### config.mk
export PLATFORM = sky130hd
export DESIGN_NAME = ctf_mul
export DESIGN_NICKNAME = d
export VERILOG_FILES = /design/src/hdl/ctf_pkg.sv /design/src/hdl/ctf_mul.sv
export SDC_FILE = /design/constraint.sdc
export NUM_CORES = 2
export LEC_CHECK = 0
export BUFFER_PORTS_ARGS = -buffer_cell sky130_fd_sc_hd__buf_2
export CORE_MARGIN = 3
export CORE_UTILIZATION = 41
export DETAILED_ROUTE_END_ITERATION = 10
export SETUP_SLACK_MARGIN = 0.02
export SLEW_MARGIN = 20
export SYNTH_ARGS = -nofsm -noshare
export SYNTH_HDL_FRONTEND = slang
export SYNTH_SLANG_ARGS = --single-unit
### constraint.sdc
create_clock -name i_clk -period 17.2 [get_ports i_clk]
set_input_delay 1.72 -clock i_clk [delete_from_list [all_inputs] [get_ports i_clk]]
set_output_delay 1.72 -clock i_clk [all_outputs]
set_load 0.05 [all_outputs]
### src/hdl/ctf_pkg.sv
// ============================================================================
// ctf_pkg: complementary tilt filter shared definitions
// Types, constants, register codes, sequencer states and arithmetic helpers.
// ============================================================================
package ctf_pkg;

    // Filter constants
    localparam int CAL_SAMPLES     = 1000;
    localparam int ANGLE_FRAC_BITS = 16;
    localparam int CNT_W           = 13;
    localparam int BSUM_W          = 28;
    localparam int BIAS_W          = 18;
    localparam int GYRO_SHIFT      = 32 - ANGLE_FRAC_BITS;
    localparam int TILT_SHIFT      = 24 - ANGLE_FRAC_BITS;

    // Bias division by reciprocal: floor(|s| * DIV_M >> DIV_K) == |s| / CAL_SAMPLES
    localparam int DIV_K   = BSUM_W + $clog2(CAL_SAMPLES);
    localparam int DIV_M_W = BSUM_W + 1;
    localparam logic [DIV_M_W-1:0] DIV_M =
        DIV_M_W'(((64'd1 << DIV_K) + 64'(CAL_SAMPLES) - 64'd1) / 64'(CAL_SAMPLES));

    // Datapath widths
    localparam int CORDIC_STEPS = 24;
    localparam int STEP_W       = 5;
    localparam int CORD_W       = 28;
    localparam int ISQ_W        = 48;
    localparam int ROOT_W       = 24;

    localparam logic [24:0] WEIGHT_ONE = 25'd16777216;

    // Register reset values
    localparam logic [31:0]        GYRO_SCALE_RST    = 32'd262423;
    localparam logic [23:0]        YAW_COUPLING_RST  = 24'd1172079;
    localparam logic [24:0]        ACCEL_WEIGHT_RST  = 25'd6711;
    localparam logic [24:0]        OUTPUT_WEIGHT_RST = 25'd1677722;

    typedef logic signed [32:0] t_mul;
    typedef logic signed [65:0] t_prod;
    typedef logic signed [67:0] t_ext;
    typedef logic signed [CORD_W-1:0] t_cord;
    typedef logic signed [31:0] t_angle;

    typedef enum logic [2:0] {
        CFG_GYRO_SCALE    = 3'd0,
        CFG_YAW_COUPLING  = 3'd1,
        CFG_ACCEL_WEIGHT  = 3'd2,
        CFG_OUTPUT_WEIGHT = 3'd3,
        CFG_PITCH_TRIM    = 3'd4,
        CFG_ROLL_TRIM     = 3'd5
    } t_cfg_idx;

    typedef enum logic [4:0] {
        ST_IDLE, ST_BIAS0, ST_BIAS1, ST_BIAS2, ST_GYRO0, ST_GYRO1, ST_YAW,
        ST_CPL0, ST_CPL1, ST_CPL2, ST_CPL3, ST_CPL4, ST_SQ,
        ST_ISQ_P, ST_COR_P, ST_COR_R,
        ST_BL0, ST_BL1, ST_BL2, ST_BL3, ST_BL4, ST_BL5, ST_BL6, ST_BL7, ST_BL8,
        ST_DONE
    } t_state;

    // Round half up then shift right arithmetically
    function automatic t_ext rnd(input t_ext v, input int s);
        if (s == 0) begin
            return v;
        end
        return (v + (t_ext'(1) <<< (s - 1))) >>> s;
    endfunction

    // Clamp to signed 32 bits
    function automatic t_angle sat32(input t_ext v);
        if (v > t_ext'(64'sd2147483647)) begin
            return 32'sh7fffffff;
        end else if (v < t_ext'(-64'sd2147483648)) begin
            return 32'sh80000000;
        end
        return v[31:0];
    endfunction

    // CORDIC angle table, degrees in Q.24
    function automatic t_angle atan_deg(input logic [STEP_W-1:0] i);
        case (i)
            5'd0:    return 32'sd754974720;
            5'd1:    return 32'sd445687602;
            5'd2:    return 32'sd235489088;
            5'd3:    return 32'sd119537938;
            5'd4:    return 32'sd60000934;
            5'd5:    return 32'sd30029717;
            5'd6:    return 32'sd15018523;
            5'd7:    return 32'sd7509720;
            5'd8:    return 32'sd3754917;
            5'd9:    return 32'sd1877466;
            5'd10:   return 32'sd938734;
            5'd11:   return 32'sd469367;
            5'd12:   return 32'sd234684;
            5'd13:   return 32'sd117342;
            5'd14:   return 32'sd58671;
            5'd15:   return 32'sd29335;
            5'd16:   return 32'sd14668;
            5'd17:   return 32'sd7334;
            5'd18:   return 32'sd3667;
            5'd19:   return 32'sd1833;
            5'd20:   return 32'sd917;
            5'd21:   return 32'sd458;
            5'd22:   return 32'sd229;
            5'd23:   return 32'sd115;
            default: return 32'sd0;
        endcase
    endfunction

endpackage

### src/hdl/ctf_mul.sv
// ============================================================================
// ctf_mul: shared signed multiplier
// One 33x33 signed multiply per cycle, product registered.
// ============================================================================
module ctf_mul (
    input  logic           i_clk,
    input  ctf_pkg::t_mul  i_a,
    input  ctf_pkg::t_mul  i_b,
    output ctf_pkg::t_prod o_prod
);
    ctf_pkg::t_prod r_prod;

    // Register the product
    always_ff @(posedge i_clk) begin
        r_prod <= i_a * i_b;
    end

    assign o_prod = r_prod;
endmodule

# After elaboration in Yosys (flattened, before gate mapping)
# Index checks and enable logic that the tools add are counted.
[word_totals]
ff_bits = 66
input_bits = 67
elab_cells = 2
[op_classes]
mul = 1
[op_table]
columns = ["cell", "count"]
rows = [
  ["$mul 33x33->66", 1],
]

# Depth between registers and ports, before layout
[logic_depth]
word_depth = 1
ltp_mapped = 27

# Least setup slack after synthesis
# OpenSTA, ideal clock, no wires.
[synth_path]
kind = "input to register"
startpoint = "input port i_a[32]"
endpoint = "register r_prod[62] (netlist: o_prod[62])"
setup_slack_ps = 8244
t_required_ps = 17121
t_arrival_ps = 8877
setup_ps = 79
path_stages = 23
cell_sequence = "clkbuf_1 -> nand2_1 -> inv_1 -> fa_1 -> fa_1 -> fa_1 -> fa_1 -> fa_1 -> fa_1 -> fa_1 -> inv_1 -> fa_1 -> inv_1 -> ha_1 -> clkbuf_1 -> and3_1 -> nand3_1 -> nand2b_1 -> a2111oi_4 -> a211oi_4 -> a21o_2 -> a21o_1 -> a211oi_2"
[synth_via]
elab_chain_len = 1
[synth_rtl]
columns = ["item", "line", "text"]
rows = [
  ["from (decl)", "ctf_mul.sv:7", "input ctf_pkg::t_mul i_a,"],
  ["$mul 33x33->66", "ctf_mul.sv:15", "r_prod <= i_a * i_b;"],
  ["to (signal assigned)", "ctf_mul.sv:15", ""],
  ["to (decl)", "ctf_mul.sv:11", "ctf_pkg::t_prod r_prod;"],
]
# Every way passes these cells.

# Final worst setup path
[layout_path]
startpoint = "input port i_a[32]"
endpoint = "register r_prod[64] (netlist: o_prod[64])"
# The elaborated chain is that of the path after synthesis.

==> out/metrics.cfg <==
[clock_network]
cts_root_buf=clkbuf_16
clk_pin_slew_ns=0.07
clk_path_buf_depth=2
cts_hold_buf=0
cts_resized=0
htreeDepth=3
post_cts.repair.setup_buffers=0
cts_buffers=9
cts_sinks=66
cts_tree=yes

[sta]
setup_viol=0
rsz0062_at_grt=false
finalCritPeriodShare=0.5735
drv_slew=0
fmax_ghz=0.1014
hold_viol_final=0
period_minus_slack_ns=9.864
tightest_slew_ns=1.077
holdWs_ns=1.904
slew_headroom=0.2728
setup_tns_ns=0

[route]
dr.pass1.iters=5
antenna_left=0
vias_per_cell=5.036
wl_mm=107.5
drt-initial-drc-count=1366
drcViolationCount=0
wl_per_cell_um=19.30
num_vias=28040

[worst_setup_path]
worstPathMaxFanout=33
critPathRequiredTime_ns=17.51
end_kind=flip-flop
start_kind=input pin
critical_path_class=in2reg
crit_arrival_ns=10.17

[cells_and_area]
n_antenna_cell=0
drive_gt1_frac=0.04916
largest_register_ffs=66
area_delta_synth_final_pct=4.733
num-nets-final=5716
utilization=0.4373

[die]
core_um2=97560
initial_utilization=0.4175
die_y_um=321.2
fp-row-count=114
ios=133
die_w_um=321.2
die_area_um2=103200

[hold_path]
hp-class=in2reg

[outcome]
status=completed

[global_routing]
grt_util_all_layers=0.2216
antenna_found_initial=4
grt_pass1_wl_mm=177.1
grt-ovfl-total=0
grt_pass1_vias=31140
grt_max_degree=34

[yosys]
synth-edff-count=0
synth_cell_type_count=80
syn_inst=4338
synth_top_area_frac=0.5627
synth_area_leader_cell=fa_1
synthFlopType=dfxtp_1
async_reset_ff_frac=0
ys_seq_area_frac=0.03244
syn_nets=5767
avgSynthCellArea_um2=9.390
yosysWarnings=0
syn_area_um2=40730
synth.area.top_cells=fa_1 56%, inv_1 10%, and2_1 8.6%
ys_seq_elements=66

[placed_design]
io_buffer_count=132
globalplace.congestion=0.8787
post-dp-hpwl_mm=88.48

[run]
maxCapViolCount=0

layer usage:
layer | global-route usage | routed length (um) | up-vias
met4 | 0.07580 | 4064 | 2
met2 | 0.3810 | 54180 | 664
met1 | 0.2933 | 44680 | 15020
met3 | 0.02341 | 4541 | 151
met5 | 0 | 10 | -
li1 | - | - | 12210
path summary, 6_finish.rpt:
path / start / end / cells past startpoint / slack, ns
worst max-delay path: i_a[32] / o_prod[64] / 22 / 7.34
worst min-delay path: i_b[0] / o_prod[0] / 2 / 1.90
through the flow:
step	instances	cell area, um^2	worst slack [ns]
finish	5568	42660	7.336
global route	5568	42660	7.068
CTS	5568	42660	7.443
detailed placement	5552	42340	7.030
global placement	5552	42340	7.047
floorplan	4338	40730	8.244
cells in the mapped netlist (7+ instances only):
cell and count:
a211oi_1 7, a21o_1 36, a21oi_1 57, a31oi_1 8, and2_1 562, buf_2 11, clkbuf_1 208, dfxtp_1 66
fa_1 1145, ha_1 217, inv_1 1131, nand2_1 551, nand2b_1 12, nand3_1 25, nand4_1 11, nor2_1 68
nor3_1 7, o21ai_0 25, o21bai_1 11, xnor2_1 43, xor2_1 25
worst max-delay path, cell delays in order:
cell	delay, ns
buf_2	0.57
nand2_1	0.21
inv_1	0.18
fa_1	0.51
fa_1	0.58
fa_1	0.95
fa_1	0.55
fa_1	0.50
fa_1	0.50
fa_1	0.49
inv_1	0.05
fa_1	0.47
inv_1	0.04
ha_1	0.43
nand3_1	0.26
nor2_1	0.31
nand2_1	0.15
nor3_1	0.65
o311ai_4	0.31
nand3_2	0.31
a211oi_1	0.11
a311oi_1	0.30
layout make-up:
| class | count | area, um^2 |
|---|---|---|
| sequential | 66 | 1321 |
| timing repair buffer | 159 | 863.3 |
| inverter | 1131 | 4245 |
| multi-input combinational | 2920 | 34320 |
| tap | 1276 | 1597 |
| clock inverter | 6 | 90.09 |
| clock buffer | 10 | 229.0 |
| fill | 9731 | 54900 |
cells in the final DEF, fill, tap and decap left out, drive strengths merged, types with 3 or more instances in the layout:
master,netlist,layout
o31ai,7,7
nand2b,12,12
nand4,12,12
or2,3,3
nor2,68,68
and3,6,6
o211ai,5,5
nor3,7,7
o21a,6,6
a211o,6,6
and4,5,5
a221oi,3,3
a31oi,9,9
dfxtp,66,66
fa,1145,1145
o21ai,33,33
and2,563,563
a21boi,3,3
a21oi,61,61
or3,3,3
buf,13,159
xnor2,43,43
ha,217,217
nor2b,5,5
o21bai,11,11
nor4,3,3
xor2,25,25
inv,1131,1132
nand3,26,26
a21o,38,38
nand2,551,551
a211oi,11,11
clkbuf,208,10
kinds of logic after synthesis:
family	Yosys count	share of synthesized area
DFF	66	0.03244
and+or+nand+nor	1271	0.1578
AOI/OAI and AO/OA	219	0.04067
adders and majority gates	1362	0.6294
xor gates and xnor gates	68	0.01462
buffers and inverters	1352	0.1251
Power is left out: the tool's default activity adds up to more than one toggle a clock period on the data nets, which glitch-free logic cannot reach.
