`src/hdl/ctf_pkg.sv`:
```
// ============================================================================
// ctf_pkg: complementary tilt filter shared definitions
// Types, constants, register codes, sequencer states and arithmetic helpers.
// ============================================================================
package ctf_pkg;

    // Filter constants
    localparam int CAL_SAMPLES     = 1000;
    localparam int ANGLE_FRAC_BITS = 16;
    localparam int CNT_W           = 13;
    localparam int BSUM_W          = 28;
    localparam int BIAS_W          = 18;
    localparam int GYRO_SHIFT      = 32 - ANGLE_FRAC_BITS;
    localparam int TILT_SHIFT      = 24 - ANGLE_FRAC_BITS;

    // Bias division by reciprocal: floor(|s| * DIV_M >> DIV_K) == |s| / CAL_SAMPLES
    localparam int DIV_K   = BSUM_W + $clog2(CAL_SAMPLES);
    localparam int DIV_M_W = BSUM_W + 1;
    localparam logic [DIV_M_W-1:0] DIV_M =
        DIV_M_W'(((64'd1 << DIV_K) + 64'(CAL_SAMPLES) - 64'd1) / 64'(CAL_SAMPLES));

    // Datapath widths
    localparam int CORDIC_STEPS = 24;
    localparam int STEP_W       = 5;
    localparam int CORD_W       = 28;
    localparam int ISQ_W        = 48;
    localparam int ROOT_W       = 24;

    localparam logic [24:0] WEIGHT_ONE = 25'd16777216;

    // Register reset values
    localparam logic [31:0]        GYRO_SCALE_RST    = 32'd262423;
    localparam logic [23:0]        YAW_COUPLING_RST  = 24'd1172079;
    localparam logic [24:0]        ACCEL_WEIGHT_RST  = 25'd6711;
    localparam logic [24:0]        OUTPUT_WEIGHT_RST = 25'd1677722;

    typedef logic signed [32:0] t_mul;
    typedef logic signed [65:0] t_prod;
    typedef logic signed [67:0] t_ext;
    typedef logic signed [CORD_W-1:0] t_cord;
    typedef logic signed [31:0] t_angle;

    typedef enum logic [2:0] {
        CFG_GYRO_SCALE    = 3'd0,
        CFG_YAW_COUPLING  = 3'd1,
        CFG_ACCEL_WEIGHT  = 3'd2,
        CFG_OUTPUT_WEIGHT = 3'd3,
        CFG_PITCH_TRIM    = 3'd4,
        CFG_ROLL_TRIM     = 3'd5
    } t_cfg_idx;

    typedef enum logic [4:0] {
        ST_IDLE, ST_BIAS0, ST_BIAS1, ST_BIAS2, ST_GYRO0, ST_GYRO1, ST_YAW,
        ST_CPL0, ST_CPL1, ST_CPL2, ST_CPL3, ST_CPL4, ST_SQ,
        ST_ISQ_P, ST_COR_P, ST_COR_R,
        ST_BL0, ST_BL1, ST_BL2, ST_BL3, ST_BL4, ST_BL5, ST_BL6, ST_BL7, ST_BL8,
        ST_DONE
    } t_state;

    // Round half up then shift right arithmetically
    function automatic t_ext rnd(input t_ext v, input int s);
        if (s == 0) begin
            return v;
        end
        return (v + (t_ext'(1) <<< (s - 1))) >>> s;
    endfunction

    // Clamp to signed 32 bits
    function automatic t_angle sat32(input t_ext v);
        if (v > t_ext'(64'sd2147483647)) begin
            return 32'sh7fffffff;
        end else if (v < t_ext'(-64'sd2147483648)) begin
            return 32'sh80000000;
        end
        return v[31:0];
    endfunction

    // CORDIC angle table, degrees in Q.24
    function automatic t_angle atan_deg(input logic [STEP_W-1:0] i);
        case (i)
            5'd0:    return 32'sd754974720;
            5'd1:    return 32'sd445687602;
            5'd2:    return 32'sd235489088;
            5'd3:    return 32'sd119537938;
            5'd4:    return 32'sd60000934;
            5'd5:    return 32'sd30029717;
            5'd6:    return 32'sd15018523;
            5'd7:    return 32'sd7509720;
            5'd8:    return 32'sd3754917;
            5'd9:    return 32'sd1877466;
            5'd10:   return 32'sd938734;
            5'd11:   return 32'sd469367;
            5'd12:   return 32'sd234684;
            5'd13:   return 32'sd117342;
            5'd14:   return 32'sd58671;
            5'd15:   return 32'sd29335;
            5'd16:   return 32'sd14668;
            5'd17:   return 32'sd7334;
            5'd18:   return 32'sd3667;
            5'd19:   return 32'sd1833;
            5'd20:   return 32'sd917;
            5'd21:   return 32'sd458;
            5'd22:   return 32'sd229;
            5'd23:   return 32'sd115;
            default: return 32'sd0;
        endcase
    endfunction

endpackage

```
`src/hdl/ctf_isqrt.sv`:
```
// ============================================================================
// ctf_isqrt: iterative integer square root
// Digit-by-digit root of a 48-bit value, one result bit per cycle.
// ============================================================================
module ctf_isqrt (
    input  logic                              i_clk,
    input  logic                              i_rst_n,
    input  logic                              i_start,
    input  logic [ctf_pkg::ISQ_W-1:0]         i_val,
    output logic                              o_busy,
    output logic [ctf_pkg::ROOT_W-1:0]        o_root
);
    logic [ctf_pkg::ISQ_W-1:0] r_v;
    logic [ctf_pkg::ISQ_W-1:0] r_r;
    logic [ctf_pkg::ISQ_W-1:0] r_bit;
    logic                      r_busy;
    logic [ctf_pkg::ISQ_W-1:0] trial;

    assign trial = r_r + r_bit;

    // Busy flag
    always_ff @(posedge i_clk) begin
        if (!i_rst_n) begin
            r_busy <= 1'b0;
        end else if (i_start) begin
            r_busy <= 1'b1;
        end else if (r_busy && r_bit[0]) begin
            r_busy <= 1'b0;
        end
    end

    // Load, then compare and subtract one bit pair per cycle
    always_ff @(posedge i_clk) begin
        if (i_start) begin
            r_v   <= i_val;
            r_r   <= '0;
            r_bit <= ctf_pkg::ISQ_W'(1) << (ctf_pkg::ISQ_W - 2);
        end else if (r_busy) begin
            if (r_v >= trial) begin
                r_v <= r_v - trial;
                r_r <= (r_r >> 1) + r_bit;
            end else begin
                r_r <= r_r >> 1;
            end
            r_bit <= r_bit >> 2;
        end
    end

    assign o_busy = r_busy;
    assign o_root = r_r[ctf_pkg::ROOT_W-1:0];
endmodule

```
`config.mk`:
```
export PLATFORM = sky130hd
export DESIGN_NAME = ctf_isqrt
export DESIGN_NICKNAME = d
export VERILOG_FILES = /design/src/hdl/ctf_pkg.sv /design/src/hdl/ctf_isqrt.sv
export SDC_FILE = /design/constraint.sdc
export NUM_CORES = 1
export LEC_CHECK = 0
export BUFFER_PORTS_ARGS = -buffer_cell sky130_fd_sc_hd__clkbuf_2
export CORE_MARGIN = 4
export CORE_UTILIZATION = 45
export CTS_CLUSTER_SIZE = 30
export DETAILED_ROUTE_END_ITERATION = 16
export SYNTH_ARGS = -nofsm -noshare
export SYNTH_HDL_FRONTEND = slang
export SYNTH_SLANG_ARGS = --single-unit
```
`constraint.sdc`:
```
create_clock -name i_clk -period 9.65 [get_ports i_clk]
set_clock_uncertainty 0.15 [all_clocks]
set_input_delay 2.4125 -clock i_clk [delete_from_list [all_inputs] [get_ports i_clk]]
set_output_delay 2.4125 -clock i_clk [all_outputs]
set_load 0.1 [all_outputs]
```
======== After elaboration in Yosys (flattened, before gate mapping) ========
Index checks and enable logic that the tools add are counted.
Widths: inputs -> output; s select.
word-level totals
  flip-flop bits (word level) ............. 121
  bits of input ports ..................... 51
  output and inout port bits .............. 25
  word-level logic and storage cells ...... 19
operators by class
  add/subtract/negate cells ............... 3
  order comparisons ....................... 1
  muxes and demuxes ....................... 6
  reductions and logical operators ........ 5
operators by type and width
  cell               number
  $mux 48            4
  $add 47x47->48     1
  $add 48x47->48     1
  $ge 48x48->1       1
  $sub 48x48->48     1
  $reduce_bool 2->1  3
  $mux 1             2
  $reduce_and 2->1   1
  $logic_and 1x1->1  1

======== Longest topological paths before layout ========
  word-level depth ........................ 5
  depth in mapped cells ................... 22
  depth with buffers taken out ............ 21

======== Worst setup path before layout ========
OpenSTA, ideal clock, no wires.
  path type ............................... reg2reg
  start ................................... register r_r[10] (netlist name)
  end ..................................... register r_v[0] (netlist name) (enable)
  setup time .............................. 0.520 ns
  arrival ................................. 7.426 ns
  required time ........................... 8.980 ns
  slack ................................... 1.554 ns
  cell stages (with the launch flop) ...... 19
  buffers on the path ..................... 1
  period minus slack after synthesis ...... 8.096 ns
  cell sequence ........................... dfxtp_1 -> ha_1 -> nand4_1 -> or3_1 -> or3_1 -> nand4_1 -> nand3_2 -> a21boi_1 -> o311ai_1 -> mux2_1 -> a2111oi_2 -> ha_1 -> nand4_1 -> o21ai_1 -> nand2b_1 -> o22a_1 -> nand2_8 -> buf_6 -> o21ai_0
on the way
  cells in the longest elaborated chain, start to end .. 4
RTL lines
  element                      RTL line         source
  start: declaration           ctf_isqrt.sv:14  logic [ctf_pkg::ISQ_W-1:0] r_r;
  start signal: assignment     ctf_isqrt.sv:41  r_r <= (r_r >> 1) + r_bit;
  start signal: assignment     ctf_isqrt.sv:43  r_r <= r_r >> 1;
  $add 48x47->48               ctf_isqrt.sv:19  assign trial = r_r + r_bit;
  $ge 48x48->1                 ctf_isqrt.sv:39  if (r_v >= trial) begin
  $reduce_bool 2->1 (no line)  n/a
  $reduce_and 2->1 (no line)   n/a
  end signal: assignment       ctf_isqrt.sv:35  r_v <= i_val;
  end signal: assignment       ctf_isqrt.sv:40  r_v <= r_v - trial;
  end: declaration             ctf_isqrt.sv:13  logic [ctf_pkg::ISQ_W-1:0] r_v;
No other way between the ends.
A chain may end at the register's enable or synchronous reset.

======== Worst setup path in the final report ========
  start ................................... register r_r[2] (netlist name)
  end ..................................... register r_v[35] (netlist name) (enable)
The elaborated chain is that of the path after synthesis.

==> impl_metrics.ini <==
[timing]
finalHoldViolCount = 0
worst_pin_slew_ns = 0.830
drv_slew = 0
slew_headroom_pct = 44.7
finalSetupViolCount = 0
final.setup.tns_ns = 0
rsz0062_at_grt = no
layout_min_cycle_time_ns = 6.61
period_share_pct = 68.5
fmax_mhz = 151

[drt]
drtAntennaViolNets = 0
drt_pass1_iterations = 5
wire_per_inst_um = 18.9
drc = 0
drtIter0Drc = 873
viasPerCell = 6.00
vias = 10493
drt_wl_total_um = 33000

[floorplan]
chipHeight_um = 167
dieArea_sq_um = 27800
die_w_um = 167
core_area_sq_um = 24500
placementRows = 57
start_util_pct = 46.2
io_pins = 76

[worst_setup_path]
worst_r2r_startpoint = r_r[2]$_SDFFE_PP0P_
crit_start = r_r[2]$_SDFFE_PP0P_
critPathCaptureType = flip-flop
crit_required_ns = 9.55
critical_path.max_stage_delay_ns = 0.69
crit_fanout = 48
start_kind = flip-flop
critical-path-slowest-cell = o22a_1
crit_chain = ha_1, a31o_2, a31oi_1, or3_1, nand4_1, nand3_2, a21boi_1, o311ai_1, mux2_1, a2111oi_2, ha_1, nand4_1, o21ai_1, nand2b_1, o22a_1, nand2_8, o21ai_4, buf_4
crit_type = flip-flop to flip-flop
crit_arrival_ns = 6.51

[synth]
synth_area_per_cell_sq_um = 8.10
synth_seq_cells = 121
synth_area_sq_um = 11300
yosysSeqAreaShare_pct = 25.6
synth_fp_nets = 1549
synth_cell_type_count = 88
synth_edf_count = 48
ys_warn_count = 0
async_flop_share_pct = 0
synth_ff_type = dfxtp_1
synthCells = 1399

[global_routing]
grt.overflow.total = 0
grt_pass1_wl_um = 53500
antenna_found_initial = 0
grt_max_degree = 68
track_usage_pct = 23.5
grt_pass1_vias = 9809

[clock_network]
clock_latency_ns = 0.44
ctsResizeCount = 0
cts.sinks = 121
clock-root-buffer = clkbuf_16
hold_buffers = 0
cts_tree = built
cts_buffer_depth = 2
cts.clk_slew.worst_paths_ns = 0.06
cts_buffers = 17
cts_setup_buffers = 0
cts-htree-levels = 4

[cells_and_area]
nets = 1561
fillers = 2399
diodes = 0
seqCellArea_sq_um = 2910
design_area_sq_um = 12300
multi_input_area_sq_um = 7850
syn_to_final_growth_pct = 8.86
drive_gt1_share_pct = 11.8

[hold_path]
min-delay-path-class = flip-flop to flip-flop
min_from = r_r[0]$_SDFFE_PP0P_

[placement]
gp_congestion = 0.938
io_buffers = 75
placed_cell_area_sq_um = 11700
dpl.hpwl_um = 24300

[power]
ir_drop_uv = 160
power_mw = 3.73
power_density_nw_per_um2 = 302
p_leak_nw = 4.81

[outcome]
status = finished clean

[flow_run]
drv_cap = 0
## placed cells by master (no fill, tap or decap), types with 48 or more instances in the layout
cell type,count
nand2_1,153
nor2_1,120
ha_1,98
o21ai_0,96
a21oi_1,74
clkbuf_2,74
dfxtp_1,72
xor2_1,60
xnor2_1,51
edfxtp_1,48
## area by class of cell
class,count,area share [%]
Tap cell,324,3.28
Timing Repair Buffer,86,3.73
Inverter,30,0.912
Clock buffer,18,3.65
Sequential cell,121,23.6
Multi-Input combinational cell,1155,63.6
Clock inverter,14,1.31
## report_power, final
group          switching [mW]  internal [mW]  total, mW
Sequential              0.136          0.720      0.856
Clock                   0.274          0.401      0.675
Combinational            1.40          0.794       2.20
Total                    1.81           1.92       3.73
## cells by family (layout without fill, tap and decap cells)
| logic type | count (synthesis) | count (layout) | share of synthesized area (%) |
|---|---|---|---|
| buffers and inverters | 123 | 148 | 5.30 |
| XOR/XNOR | 111 | 111 | 8.58 |
| AND/OR/NAND/NOR | 484 | 484 | 20.6 |
| adder cells (fa/ha/maj) | 99 | 99 | 11.0 |
| flip-flops | 121 | 121 | 25.6 |
| multiplexers | 35 | 35 | 3.13 |
| AO/OA/AOI/OAI | 426 | 426 | 25.8 |
## cell usage after synthesis, types with 38 or more instances
cell type	n	area, sq um
a21oi_1	74	370
a31oi_1	43	269
clkbuf_1	48	180
dfxtp_1	73	1460
edfxtp_1	48	1440
ha_1	98	1230
nand2_1	153	574
nand3_1	38	190
nor2_1	120	450
nor3_1	39	195
o21ai_0	97	485
xnor2_1	51	447
xor2_1	60	526
## stage by stage
step | utilization, % | cells | setup WS (ns) | hold slack, ns
after floorplan | - | 1399 | 1.55 | 0.328
after CTS | 50.3 | 1748 | 3.02 | 0.377
final | 50.3 | 1748 | 3.04 | 0.371
after global placement | 47.8 | 1716 | 3.25 | 0.347
after global routing | 50.3 | 1748 | 2.57 | 0.403
after detailed placement | 47.8 | 1716 | 3.06 | 0.369
## state kept, by name, indices dropped and copies added, names as in the netlist
| signal | flops |
|---|---|
| o_busy | 1 |
| r_r | 48 |
| r_v | 48 |
| r_bit | 24 |
## layer usage
metal,global-route usage [%],share of wire (%),vias up
li1,-,-,5226
met2,36.4,44,317
met4,5.55,1.6,0
met5,0,0,-
met3,3.98,5.6,33
met1,34.4,49,4917
## final timing paths
check	endpoint	slack, ns	cells after the start
setup reg to reg	r_v[35]$_DFFE_PP_	3.04	18
hold reg to reg	r_r[0]$_SDFFE_PP0P_	0.37	2
setup / recovery	r_v[35]$_DFFE_PP_	3.04	18
hold / removal	r_r[0]$_SDFFE_PP0P_	0.37	2
## critical path: cells and delay by family, from the launching register on
family | cells | cell delay (ns)
compound gates | 8 | 2.81
simple gates | 6 | 1.22
buf+inv | 1 | 0.58
fa+ha+maj | 2 | 0.56
flops | 1 | 0.42
mux | 1 | 0.37
Note: power is estimated with default switching activity, not from simulation.
