[config.mk]
export PLATFORM = sky130hd
export DESIGN_NAME = ctf_cordic
export DESIGN_NICKNAME = d
export VERILOG_FILES = /design/src/hdl/ctf_pkg.sv /design/src/hdl/ctf_cordic.sv
export SDC_FILE = /design/constraint.sdc
export NUM_CORES = 1
export LEC_CHECK = 0
export BUFFER_PORTS_ARGS = -buffer_cell sky130_fd_sc_hd__buf_2
export CAP_MARGIN = 0
export CORE_MARGIN = 5
export CORE_UTILIZATION = 55
export DETAILED_ROUTE_END_ITERATION = 8
export GPL_ROUTABILITY_DRIVEN = 0
export PLACE_DENSITY = 0.73
export SLEW_MARGIN = 20
export SYNTH_ARGS = -nofsm -noshare
export SYNTH_HDL_FRONTEND = slang
export SYNTH_SLANG_ARGS = --single-unit
export TNS_END_PERCENT = 5
[constraint.sdc]
create_clock -name i_clk -period 12 [get_ports i_clk]
set_clock_uncertainty 0.1 [all_clocks]
set_input_delay 0.6 -clock i_clk [delete_from_list [all_inputs] [get_ports i_clk]]
set_output_delay 0.6 -clock i_clk [all_outputs]
set_load 0.02 [all_outputs]
[src/hdl/ctf_pkg.sv]
// ============================================================================
// ctf_pkg: complementary tilt filter shared definitions
// Types, constants, register codes, sequencer states and arithmetic helpers.
// ============================================================================
package ctf_pkg;

    // Filter constants
    localparam int CAL_SAMPLES     = 1000;
    localparam int ANGLE_FRAC_BITS = 16;
    localparam int CNT_W           = 13;
    localparam int BSUM_W          = 28;
    localparam int BIAS_W          = 18;
    localparam int GYRO_SHIFT      = 32 - ANGLE_FRAC_BITS;
    localparam int TILT_SHIFT      = 24 - ANGLE_FRAC_BITS;

    // Bias division by reciprocal: floor(|s| * DIV_M >> DIV_K) == |s| / CAL_SAMPLES
    localparam int DIV_K   = BSUM_W + $clog2(CAL_SAMPLES);
    localparam int DIV_M_W = BSUM_W + 1;
    localparam logic [DIV_M_W-1:0] DIV_M =
        DIV_M_W'(((64'd1 << DIV_K) + 64'(CAL_SAMPLES) - 64'd1) / 64'(CAL_SAMPLES));

    // Datapath widths
    localparam int CORDIC_STEPS = 24;
    localparam int STEP_W       = 5;
    localparam int CORD_W       = 28;
    localparam int ISQ_W        = 48;
    localparam int ROOT_W       = 24;

    localparam logic [24:0] WEIGHT_ONE = 25'd16777216;

    // Register reset values
    localparam logic [31:0]        GYRO_SCALE_RST    = 32'd262423;
    localparam logic [23:0]        YAW_COUPLING_RST  = 24'd1172079;
    localparam logic [24:0]        ACCEL_WEIGHT_RST  = 25'd6711;
    localparam logic [24:0]        OUTPUT_WEIGHT_RST = 25'd1677722;

    typedef logic signed [32:0] t_mul;
    typedef logic signed [65:0] t_prod;
    typedef logic signed [67:0] t_ext;
    typedef logic signed [CORD_W-1:0] t_cord;
    typedef logic signed [31:0] t_angle;

    typedef enum logic [2:0] {
        CFG_GYRO_SCALE    = 3'd0,
        CFG_YAW_COUPLING  = 3'd1,
        CFG_ACCEL_WEIGHT  = 3'd2,
        CFG_OUTPUT_WEIGHT = 3'd3,
        CFG_PITCH_TRIM    = 3'd4,
        CFG_ROLL_TRIM     = 3'd5
    } t_cfg_idx;

    typedef enum logic [4:0] {
        ST_IDLE, ST_BIAS0, ST_BIAS1, ST_BIAS2, ST_GYRO0, ST_GYRO1, ST_YAW,
        ST_CPL0, ST_CPL1, ST_CPL2, ST_CPL3, ST_CPL4, ST_SQ,
        ST_ISQ_P, ST_COR_P, ST_COR_R,
        ST_BL0, ST_BL1, ST_BL2, ST_BL3, ST_BL4, ST_BL5, ST_BL6, ST_BL7, ST_BL8,
        ST_DONE
    } t_state;

    // Round half up then shift right arithmetically
    function automatic t_ext rnd(input t_ext v, input int s);
        if (s == 0) begin
            return v;
        end
        return (v + (t_ext'(1) <<< (s - 1))) >>> s;
    endfunction

    // Clamp to signed 32 bits
    function automatic t_angle sat32(input t_ext v);
        if (v > t_ext'(64'sd2147483647)) begin
            return 32'sh7fffffff;
        end else if (v < t_ext'(-64'sd2147483648)) begin
            return 32'sh80000000;
        end
        return v[31:0];
    endfunction

    // CORDIC angle table, degrees in Q.24
    function automatic t_angle atan_deg(input logic [STEP_W-1:0] i);
        case (i)
            5'd0:    return 32'sd754974720;
            5'd1:    return 32'sd445687602;
            5'd2:    return 32'sd235489088;
            5'd3:    return 32'sd119537938;
            5'd4:    return 32'sd60000934;
            5'd5:    return 32'sd30029717;
            5'd6:    return 32'sd15018523;
            5'd7:    return 32'sd7509720;
            5'd8:    return 32'sd3754917;
            5'd9:    return 32'sd1877466;
            5'd10:   return 32'sd938734;
            5'd11:   return 32'sd469367;
            5'd12:   return 32'sd234684;
            5'd13:   return 32'sd117342;
            5'd14:   return 32'sd58671;
            5'd15:   return 32'sd29335;
            5'd16:   return 32'sd14668;
            5'd17:   return 32'sd7334;
            5'd18:   return 32'sd3667;
            5'd19:   return 32'sd1833;
            5'd20:   return 32'sd917;
            5'd21:   return 32'sd458;
            5'd22:   return 32'sd229;
            5'd23:   return 32'sd115;
            default: return 32'sd0;
        endcase
    endfunction

endpackage

[src/hdl/ctf_cordic.sv]
// ============================================================================
// ctf_cordic: iterative vectoring CORDIC
// Rotates (x, y) toward the x axis over 24 steps and sums the angle in degrees.
// ============================================================================
module ctf_cordic (
    input  logic            i_clk,
    input  logic            i_rst_n,
    input  logic            i_start,
    input  ctf_pkg::t_cord  i_x,
    input  ctf_pkg::t_cord  i_y,
    output logic            o_busy,
    output ctf_pkg::t_angle o_z
);
    ctf_pkg::t_cord               r_x;
    ctf_pkg::t_cord               r_y;
    ctf_pkg::t_angle              r_z;
    logic [ctf_pkg::STEP_W-1:0]   r_i;
    logic                         r_busy;
    ctf_pkg::t_cord               dx;
    ctf_pkg::t_cord               dy;

    assign dx = r_y >>> r_i;
    assign dy = r_x >>> r_i;

    // Busy flag
    always_ff @(posedge i_clk) begin
        if (!i_rst_n) begin
            r_busy <= 1'b0;
        end else if (i_start) begin
            r_busy <= 1'b1;
        end else if (r_busy && r_i == ctf_pkg::STEP_W'(ctf_pkg::CORDIC_STEPS - 1)) begin
            r_busy <= 1'b0;
        end
    end

    // One micro-rotation per cycle
    always_ff @(posedge i_clk) begin
        if (i_start) begin
            r_x <= i_x;
            r_y <= i_y;
            r_z <= '0;
            r_i <= '0;
        end else if (r_busy) begin
            if (r_y >= 0) begin
                r_x <= r_x + dx;
                r_y <= r_y - dy;
                r_z <= r_z + ctf_pkg::atan_deg(r_i);
            end else begin
                r_x <= r_x - dx;
                r_y <= r_y + dy;
                r_z <= r_z - ctf_pkg::atan_deg(r_i);
            end
            r_i <= r_i + 1'b1;
        end
    end

    assign o_busy = r_busy;
    assign o_z    = r_z;
endmodule

Word level (Yosys, flattened, before mapping)
Memories as Yosys holds them, arrays and structs flattened. A register that Yosys moved wholly into a read port is not among the register bits.
Index checks and enable logic that the tools add are counted.

word-level totals
  flip-flop bits (word level) = 94
  bits in read-only memories = 1920
  input port bits = 59
  output and inout port bits = 33
  logic and storage cells = 40
  memories kept = 2

operators by class
  $add $sub $neg = 7
  $lt $le $gt $ge = 1
  equality and inequality tests = 1
  shift operators = 2
  multiplexer cells = 19
  reduce and logical (&&, ||, !) cells = 3

memories
  memory            words  bits a word  read ports  clocked after memory_dff  wr ports  line           text
  (name not given)  32     30           1           1                         0         ctf_pkg.sv:80  case (i)
  (name not given)  32     30           1           1                         0         ctf_pkg.sv:80

operators by type and width
  cell                 count
  $mux 32              7
  $mux 28              6
  $add 28x28->28       2
  $sshr 28x5->28       2
  $sub 28x28->28       2
  $add 32x32->32       1
  $sub 32x32->32       1
  $ge 28x1->1 const B  1
  $mux 5               4
  $add 5x1->5 const B  1
  $eq 5x5->1 const B   1
  $reduce_bool 2->1    2
  $mux 1               2
  $logic_and 1x1->1    1

Depth between registers and ports, before layout
Gate-level depths: netlist (run 1).

  depth after elaboration = 6
  gate-level depth with buffers = 27
  mapped depth without buffers = 23

Worst setup path before layout (run 1)
Ideal clock, no wire load.

  path kind = reg-to-reg
  start point = reg r_i[0] in the netlist's numbering
  end point = reg r_x[27], data pin
  library setup time = 260 ps
  arrival = 5415 ps
  required time = 11640 ps
  path slack = 6225 ps
  stages on the path, launching flop included = 24
  buffers on the path = 5
  period minus slack after synthesis = 5775 ps
  cell sequence = dfxtp_1 > buf_2 > buf_6 > buf_6 > buf_2 > buf_2 > mux4_2 > nand3_1 > a21oi_1 > nor3_1 > ha_1 > nor2_1 > a21oi_1 > ha_1 > a211o_1 > a2111oi_0 > o32ai_1 > a311oi_1 > nor3_1 > o211ai_1 > a311o_1 > o21ai_0 > xnor2_1 > mux2_2

on the way
  cells in the longest elaborated chain, start to end = 5
  elaborated cells between the ends (all ways) = 6
  those cells by class = add/sub: 2; shift: 1; mux: 3

ends and longest elaborated chain
  element                                                  line                                text
  start, declared                                          ctf_cordic.sv:17                    logic [ctf_pkg::STEP_W-1:0] r_i;
  start signal, assigned                                   ctf_cordic.sv:53                    r_i <= r_i + 1'b1;
  $sshr 28x5->28 (*)                                       ctf_cordic.sv:22                    assign dx = r_y >>> r_i;
  $sub 28x28->28 / $add 28x28->28 (equally long branches)  ctf_cordic.sv:49, ctf_cordic.sv:45
  $mux 28 (*)                                              ctf_cordic.sv:44                    if (r_y >= 0) begin
  $mux 28 (*)                                              ctf_cordic.sv:43                    end else if (r_busy) begin
  $mux 28 (*)                                              ctf_cordic.sv:38                    if (i_start) begin
  end signal, assigned                                     ctf_cordic.sv:39                    r_x <= i_x;
  end signal, assigned                                     ctf_cordic.sv:45                    r_x <= r_x + dx;
  end signal, assigned                                     ctf_cordic.sv:49                    r_x <= r_x - dx;
  end, declared                                            ctf_cordic.sv:14                    ctf_pkg::t_cord r_x;

Every way passes the cells marked *; elsewhere a longest branch is shown, timed or not. The select of a mux whose other input is x is not followed.
A chain may end at the register's enable or synchronous reset.

Final worst setup path (run 1)
  start point = reg r_i[1] in the netlist's numbering
  end point = reg r_x[27], data pin

The elaborated chain is that of the path after synthesis.

==> metrics.csv, run 1 <==
stage,metric,value,unit
die,Die H,175.1,um
clock_network,CTS Buffer Depth,2,
critical_path,origin of the critical flop-to-flop path,r_i[1],
yosys,area share of the largest cell type after synthesis,11.22,%
sta,Period minus WS final,7205,ps
die,io pins,92,
yosys,largest cells by area after synthesis,"edfxtp_1 11%, mux4_2 10%, dfxtp_1 9.1%, ha_1 8.4%, xnor2_1 5.7%",
drt,via-per-instance ratio,6.707,
die,row cnt,60,
clock_network,clock sinks,124,
grt,initial antenna violation count,0,
critical_path,Worst path max stage delay,830,ps
min_path,end of the worst hold path,o_busy,
flow_run,MaxCap Viol Count,0,
power,pwr dens,346.8,nW/um2
status,status,"finished, final reports clean",
placed_design,hpwl dp,32590,um
die,Initial Util,55.75,%
yosys,post-synth net total,1974,
grt,GRT Util Overall,28.85,%
grt,vias in the first global route,13930,
sta,FMAX,138.8,MHz
drt,Detailed Routing Iterations Pass 1,6,
sta,worst slew pin tran,1322,ps
grt,GR Overflow Total,0,
critical_path,reg2reg end,r_x[27],
critical_path,Reg2Reg Depth,21,
yosys,syn_area_per_cell,8.274,um2
yosys,Most used DFF post-synth,dfxtp_1,
placed_design,placed inst area,15440,um2
yosys,post-synthesis sequential area ratio,20.31,%
min_path,Hold Path Class,in -> reg,
grt,pin count of the biggest net entering global routing,92,
sta,Final Hold Fails,0,
die,Die Area,30650,um2
power,worst vdd ir,0.1345,mV
layout,fraction of layout cells with a size suffix above 1,14.57,%
critical_path,crit-path max FO,70,
critical_path,CP arrival,7290,ps
clock_network,CTS tree,built,
clock_network,htree depth,4,
critical_path,critical path cell sequence,buf_4 -> mux4_2 -> a32o_1 -> a221o_1 -> a221o_1 -> nor4_4 -> nand4b_1 -> o21ai_0 -> xnor2_1 -> o32ai_1 -> ha_1 -> a21oi_1 -> o21a_1 -> a21boi_0 -> a311oi_1 -> nor3_1 -> o211ai_1 -> a311o_1 -> o21ai_0 -> xnor2_1 -> mux2_2,
drt,DRC,0,
sta,crit share post-route,60.04,%
critical_path,Worst R2R Setup Slack,4800,ps
clock_network,hold buffers post-CTS,0,
sta,setup_tns,0,ps
critical_path,CP top delay family,compound AO/OA/AOI/OAI gates,
yosys,Synth Cell Area,14980,um2
power,Static Leak,6.424,nW
yosys,Netlist cell types,85,
layout,final instance area,16000,um2
yosys,"area leader, netlist",edfxtp_1,
critical_path,Worst path slowest cell,buf_4,
layout,# diodes,0,
min_path,WHS Path Cells,2,
min_path,Hold Path Origin,i_rst_n,
clock_network,Root Buffer Master,clkbuf_16,
clock_network,postcts setup bufs,0,
drt,via count,14580,
yosys,Synth Register Bits,124,
yosys,Yosys warning total,0,
power,total chip power,5.548,mW
layout,final core utilization,59.53,%
die,Chip Width,175.1,um
drt,total wire length,44980,um
critical_path,crit start category,register,
clock_network,number of gates resized after CTS,0,
yosys,asr flop ratio synth,0,%
clock_network,CTS buffer count,17,
drt,Post-DRT Antenna Nets,0,
layout,final-layout fill cell count,2492,
sta,RSZ-0062 raised after global routing,false,
die,Core ar.,26880,um2
critical_path,"Req. time, crit path",12090,ps
clock_network,Clock Pin Slew Worst Setup and Hold Paths,80,ps
grt,global-route wire length before repair,72520,um
yosys,"EDFF count, synth",56,
yosys,cells after synthesis,1811,
placed_design,port bufs,91,
drt,WL per Instance,20.69,um
clock_network,latest clock arrival within the worst-skew pair,460,ps
layout,Post-layout nets,1983,
drt,1st-iter DRT viols,2138,
critical_path,critical path type,reg -> reg,
sta,Max-slew headroom,11.68,%
critical_path,WP buf/inv,1,
critical_path,endpoint class of the critical path,register,
sta,# setup viols final,0,
layout,Area Growth Syn to Fin,6.772,%
sta,max-slew violation count,0,
==> how the worst max path moves through the flow <==
stage                     depth (start not counted)   start      end
after floorplan                                  23  r_i[0]  r_x[27]
after global placement                           21  r_i[1]  r_x[27]
after detailed placement                         21  r_i[1]  r_x[27]
after CTS                                        21  r_i[1]  r_x[27]
after global routing                             21  r_i[1]  r_x[27]
final                                            21  r_i[1]  r_x[27]
==> stage by stage <==
| stage | hold slack, ps | std cells | setup slack (ps) |
|---|---|---|---|
| finish | 312.3 | 2174 | 4795 |
| global route | 306.7 | 2174 | 4219 |
| floorplan | 451.6 | 1811 | 6225 |
| detailed placement | 374.3 | 2142 | 4922 |
| global placement | 369.8 | 2142 | 5153 |
| CTS | 299.1 | 2174 | 4847 |
==> layer usage <==
metal  vias up  GRT usage, %  wire length, um
met5         -             0                0
met4         0         10.80             1973
met3       171         5.690             4076
met2       793         48.35            21020
met1      6802         36.98            17910
li1       6814             -                -
==> cells in the mapped netlist, types with 6 or more instances <==
cell / instances
a22oi_1: 13
nor4_1: 14
mux4_2: 69
or4_1: 8
nand2_1: 207
o211ai_1: 13
a211oi_1: 28
or2_2: 15
ha_1: 101
a211o_1: 7
nor2b_1: 12
o22ai_1: 25
a31oi_1: 17
and3_1: 8
xnor2_1: 97
o21a_1: 21
edfxtp_1: 56
dfxtp_1: 68
xor2_1: 50
clkbuf_1: 66
nand4_1: 12
a21boi_0: 7
a221oi_1: 6
o41ai_1: 8
o21ai_0: 166
o21bai_1: 9
a21o_1: 40
buf_2: 17
nand2b_1: 31
mux2i_1: 50
nor2_1: 143
a21oi_1: 123
inv_1: 50
buf_6: 9
nand3_1: 31
mux2_2: 21
buf_1: 16
or3_1: 6
o31ai_1: 22
and2_1: 11
nor3_1: 28
==> logic make-up after synthesis <==
family                   after synthesis  synth area share (%)
AO/OA/AOI/OAI                        572                 24.46
AND/OR/NAND/NOR                      557                 17.67
buffers and inverters                167                 4.851
XOR/XNOR                             147                 8.592
multiplexers                         140                 15.29
flip-flops                           124                 20.31
adder cells (fa/ha/maj)              104                 8.834
==> final cells by class <==
type,count,area [um2],share of cell area (%)
clock buffers,19,454.2,2.839
clock inverters,13,105.1,0.6569
inverters,56,210.2,1.314
multi-input cells,1520,11210,70.09
flip-flops and latches,124,3055,19.10
well taps,341,426.7,2.667
repair buffers,101,533.0,3.332
==> layout by cell type (no fill, tap or decap), types with 14 or more instances in the layout <==
master,n
nand2_1,207
o21ai_0,166
nor2_1,143
a21oi_1,123
ha_1,101
xnor2_1,97
buf_2,90
mux4_2,69
dfxtp_1,62
edfxtp_1,56
mux2i_1,50
xor2_1,50
inv_1,49
a21o_1,40
nand2b_1,31
nand3_1,31
nor3_1,28
a211oi_1,28
o22ai_1,25
o31ai_1,22
mux2_2,21
o21a_1,21
clkbuf_16,18
a31oi_1,17
or2_2,15
nor4_1,14
==> report_power, final <==
group | switching [mW] | internal [mW] | leakage, nW
Sequential | 0.349 | 0.671 | 1.13
Combinational | 2.22 | 1.79 | 5.03
Clock | 0.239 | 0.281 | 0.265
Power figures use the tool's default switching activity.
==> run 2, diff against run 1 <==
- ABC_AREA: default -> 1
- clock period: 12 -> 7.25 ns (I/O delays scaled with it)
==> metrics.csv, run 2 <==
stage,metric,value,unit
clock_network,postcts setup bufs,0,
sta,worst slew pin tran,1025,ps
drt,via-per-instance ratio,5.772,
grt,GRT Util Overall,29.38,%
sta,Hold Worst Slack,85.39,ps
sta,setup_tns,0,ps
yosys,post-synthesis sequential area ratio,20.30,%
grt,GR Overflow Total,0,
yosys,Synth Register Bits,124,
clock_network,latest clock arrival within the worst-skew pair,440,ps
clock_network,Root Buffer Master,clkbuf_16,
yosys,area share of the largest cell type after synthesis,17.75,%
yosys,cells after synthesis,2453,
die,Die Area,30660,um2
yosys,post-synth net total,2616,
die,row cnt,60,
yosys,"EDFF count, synth",56,
layout,"commonest non-fill, non-tap cells in the layout","709 x nand2_1, 342 x nand3_1, 240 x inv_1, 201 x nor2_1, 133 x o21ai_0",
yosys,most numerous cell in the Yosys netlist,nand2_1,
placed_design,port bufs,91,
clock_network,Clock Pin Slew Worst Setup and Hold Paths,70,ps
yosys,"area leader, netlist",nand2_1,
min_path,Hold Path Class,in -> reg,
grt,initial antenna violation count,0,
critical_path,Worst path slowest cell,dfxtp_2,
yosys,most common library cells after synthesis,"709 x nand2_1, 342 x nand3_1, 241 x inv_1",
die,Chip Width,175.1,um
yosys,Netlist cell types,57,
die,Core ar.,26880,um2
critical_path,crit-path max FO,39,
sta,Final Hold Fails,0,
power,pwr dens,544.3,nW/um2
grt,pin count of the biggest net entering global routing,71,
critical_path,crit-path most repeated cell,nand2_1,
drt,DRC,0,
flow_run,MaxCap Viol Count,0,
clock_network,htree depth,4,
clock_network,number of gates resized after CTS,0,
drt,Post-DRT Antenna Nets,0,
yosys,asr flop ratio synth,0,%
sta,max-slew violation count,0,
layout,Area Growth Syn to Fin,7.303,%
drt,Detailed Routing Iterations Pass 1,7,
yosys,Synth Cell Area,14990,um2
clock_network,CTS tree,built,
status,status,"finished, final reports clean",
yosys,largest cells by area after synthesis,"nand2_1 18%, nand3_1 11%, edfxtp_1 11%, dfxtp_1 9.1%, ha_1 8.4%",
critical_path,"Req. time, crit path",7350,ps
sta,RSZ-0062 raised after global routing,false,
power,worst vdd ir,0.2499,mV
placed_design,hpwl dp,35080,um
clock_network,CTS Buffer Depth,2,
die,Initial Util,55.78,%
clock_network,CTS buffer count,17,
drt,1st-iter DRT viols,1675,
layout,"commonest non-fill, non-tap cell in the layout",nand2_1,
critical_path,crit start category,register,
die,Die H,175.1,um
yosys,Most used DFF post-synth,dfxtp_1,
critical_path,critical path type,reg -> reg,
critical_path,CP top delay family,compound AO/OA/AOI/OAI gates,
drt,WL per Instance,16.29,um
grt,vias in the first global route,15340,
layout,Post-layout nets,2641,
grt,global-route wire length before repair,74870,um
die,io pins,92,
layout,final core utilization,59.85,%
layout,# diodes,0,
sta,Max-slew headroom,31.55,%
power,Static Leak,8.265,nW
sta,crit share post-route,76.61,%
clock_network,hold buffers post-CTS,0,
yosys,syn_area_per_cell,6.111,um2
sta,Period minus WS final,5554,ps
drt,total wire length,46150,um
critical_path,WP buf/inv,5,
critical_path,Worst path max stage delay,800,ps
layout,fraction of layout cells with a size suffix above 1,9.755,%
drt,via count,16350,
sta,# setup viols final,0,
clock_network,clock sinks,124,
yosys,Yosys warning total,0,
sta,FMAX,180.1,MHz
critical_path,endpoint class of the critical path,register,
critical_path,CP arrival,5650,ps
run 2: cell types whose count changed in the layout (fill, tap and decap cells not counted), sizes merged, moves of 20 or more:
cell / before / now
nand2: 207 / 727
nand3: 31 / 351
inv: 61 / 259
mux4: 69 / 0
nor2: 144 / 212
xnor2: 97 / 36
mux2i: 50 / 0
a21o: 40 / 8
nand2b: 32 / 0
a211oi: 28 / 0
or2: 16 / 44
o22ai: 25 / 1
mux2: 21 / 1
run 2: final cells by class:
| type | count | area [um2] |
|---|---|---|
| clock buffers | 22 | 496.7 |
| well taps | 341 | 426.7 |
| inverters | 254 | 958.4 |
| repair buffers | 104 | 553.0 |
| multi-input cells | 1977 | 10480 |
| clock inverters | 10 | 121.4 |
| fillers | 2680 | 10790 |
| flip-flops and latches | 124 | 3045 |
run 2: cells by family (layout without fill, tap and decap cells):
kind of cell | after synthesis | count (layout) | synth area share [%]
buffers and inverters | 352 | 390 | 9.765
adders and majority gates | 104 | 104 | 8.831
xor gates and xnor gates | 100 | 100 | 5.843
muxes | 1 | 1 | 0.07511
DFF | 124 | 124 | 20.30
AOI/OAI and AO/OA | 382 | 382 | 14.79
and+or+nand+nor | 1390 | 1390 | 40.40
run 2: worst register-to-register path: cells and delay by family, from the launching register on:
kind | cells | cell delay (ps)
buffers and inverters | 5 | 790
and+or+nand+nor | 14 | 1130
adders and majority gates | 2 | 580
DFF | 1 | 800
AOI/OAI and AO/OA | 7 | 1750
xor gates and xnor gates | 1 | 150
run 2: power breakdown:
group	leakage [nW]	internal, mW	switching (mW)	total [mW]
Combinational	6.83	2.37	4.10	6.46
Clock	0.307	0.562	0.377	0.939
Sequential	1.13	1.05	0.298	1.35
Total	8.27	3.99	4.77	8.76
run 2: stage by stage:
step / cells / cell area [um2] / setup slack (ps) / power (mW)
final: 2832 / 16090 / 1696 / 8.755
after floorplan: 2453 / 14990 / 3007 / 6.240
after global placement: 2800 / 15470 / 1902 / 7.563
after CTS: 2832 / 16090 / 1786 / 8.669
after detailed placement: 2800 / 15470 / 1786 / 7.688
after global routing: 2832 / 16090 / 1138 / 9.706
run 2: worst paths after layout:
| check | startpoint | depth (start not counted) | endpoint | slack, ps |
|---|---|---|---|---|
| max | r_i[0] | 29 | r_x[20] | 1700 |
| min | i_x[9] | 3 | r_x[9] | 90 |
| max reg2reg | r_i[0] | 29 | r_x[20] | 1700 |
| min reg2reg | o_z[5] | 2 | o_z[5] | 410 |
run 2: per-layer routing:
metal / vias up / track usage [%] / wire, um
li1: 8203 / - / -
met1: 7370 / 35.92 / 19050
met2: 646 / 51.86 / 22310
met3: 128 / 4.370 / 2907
met4: 0 / 11.75 / 1880
met5: - / 0 / 0
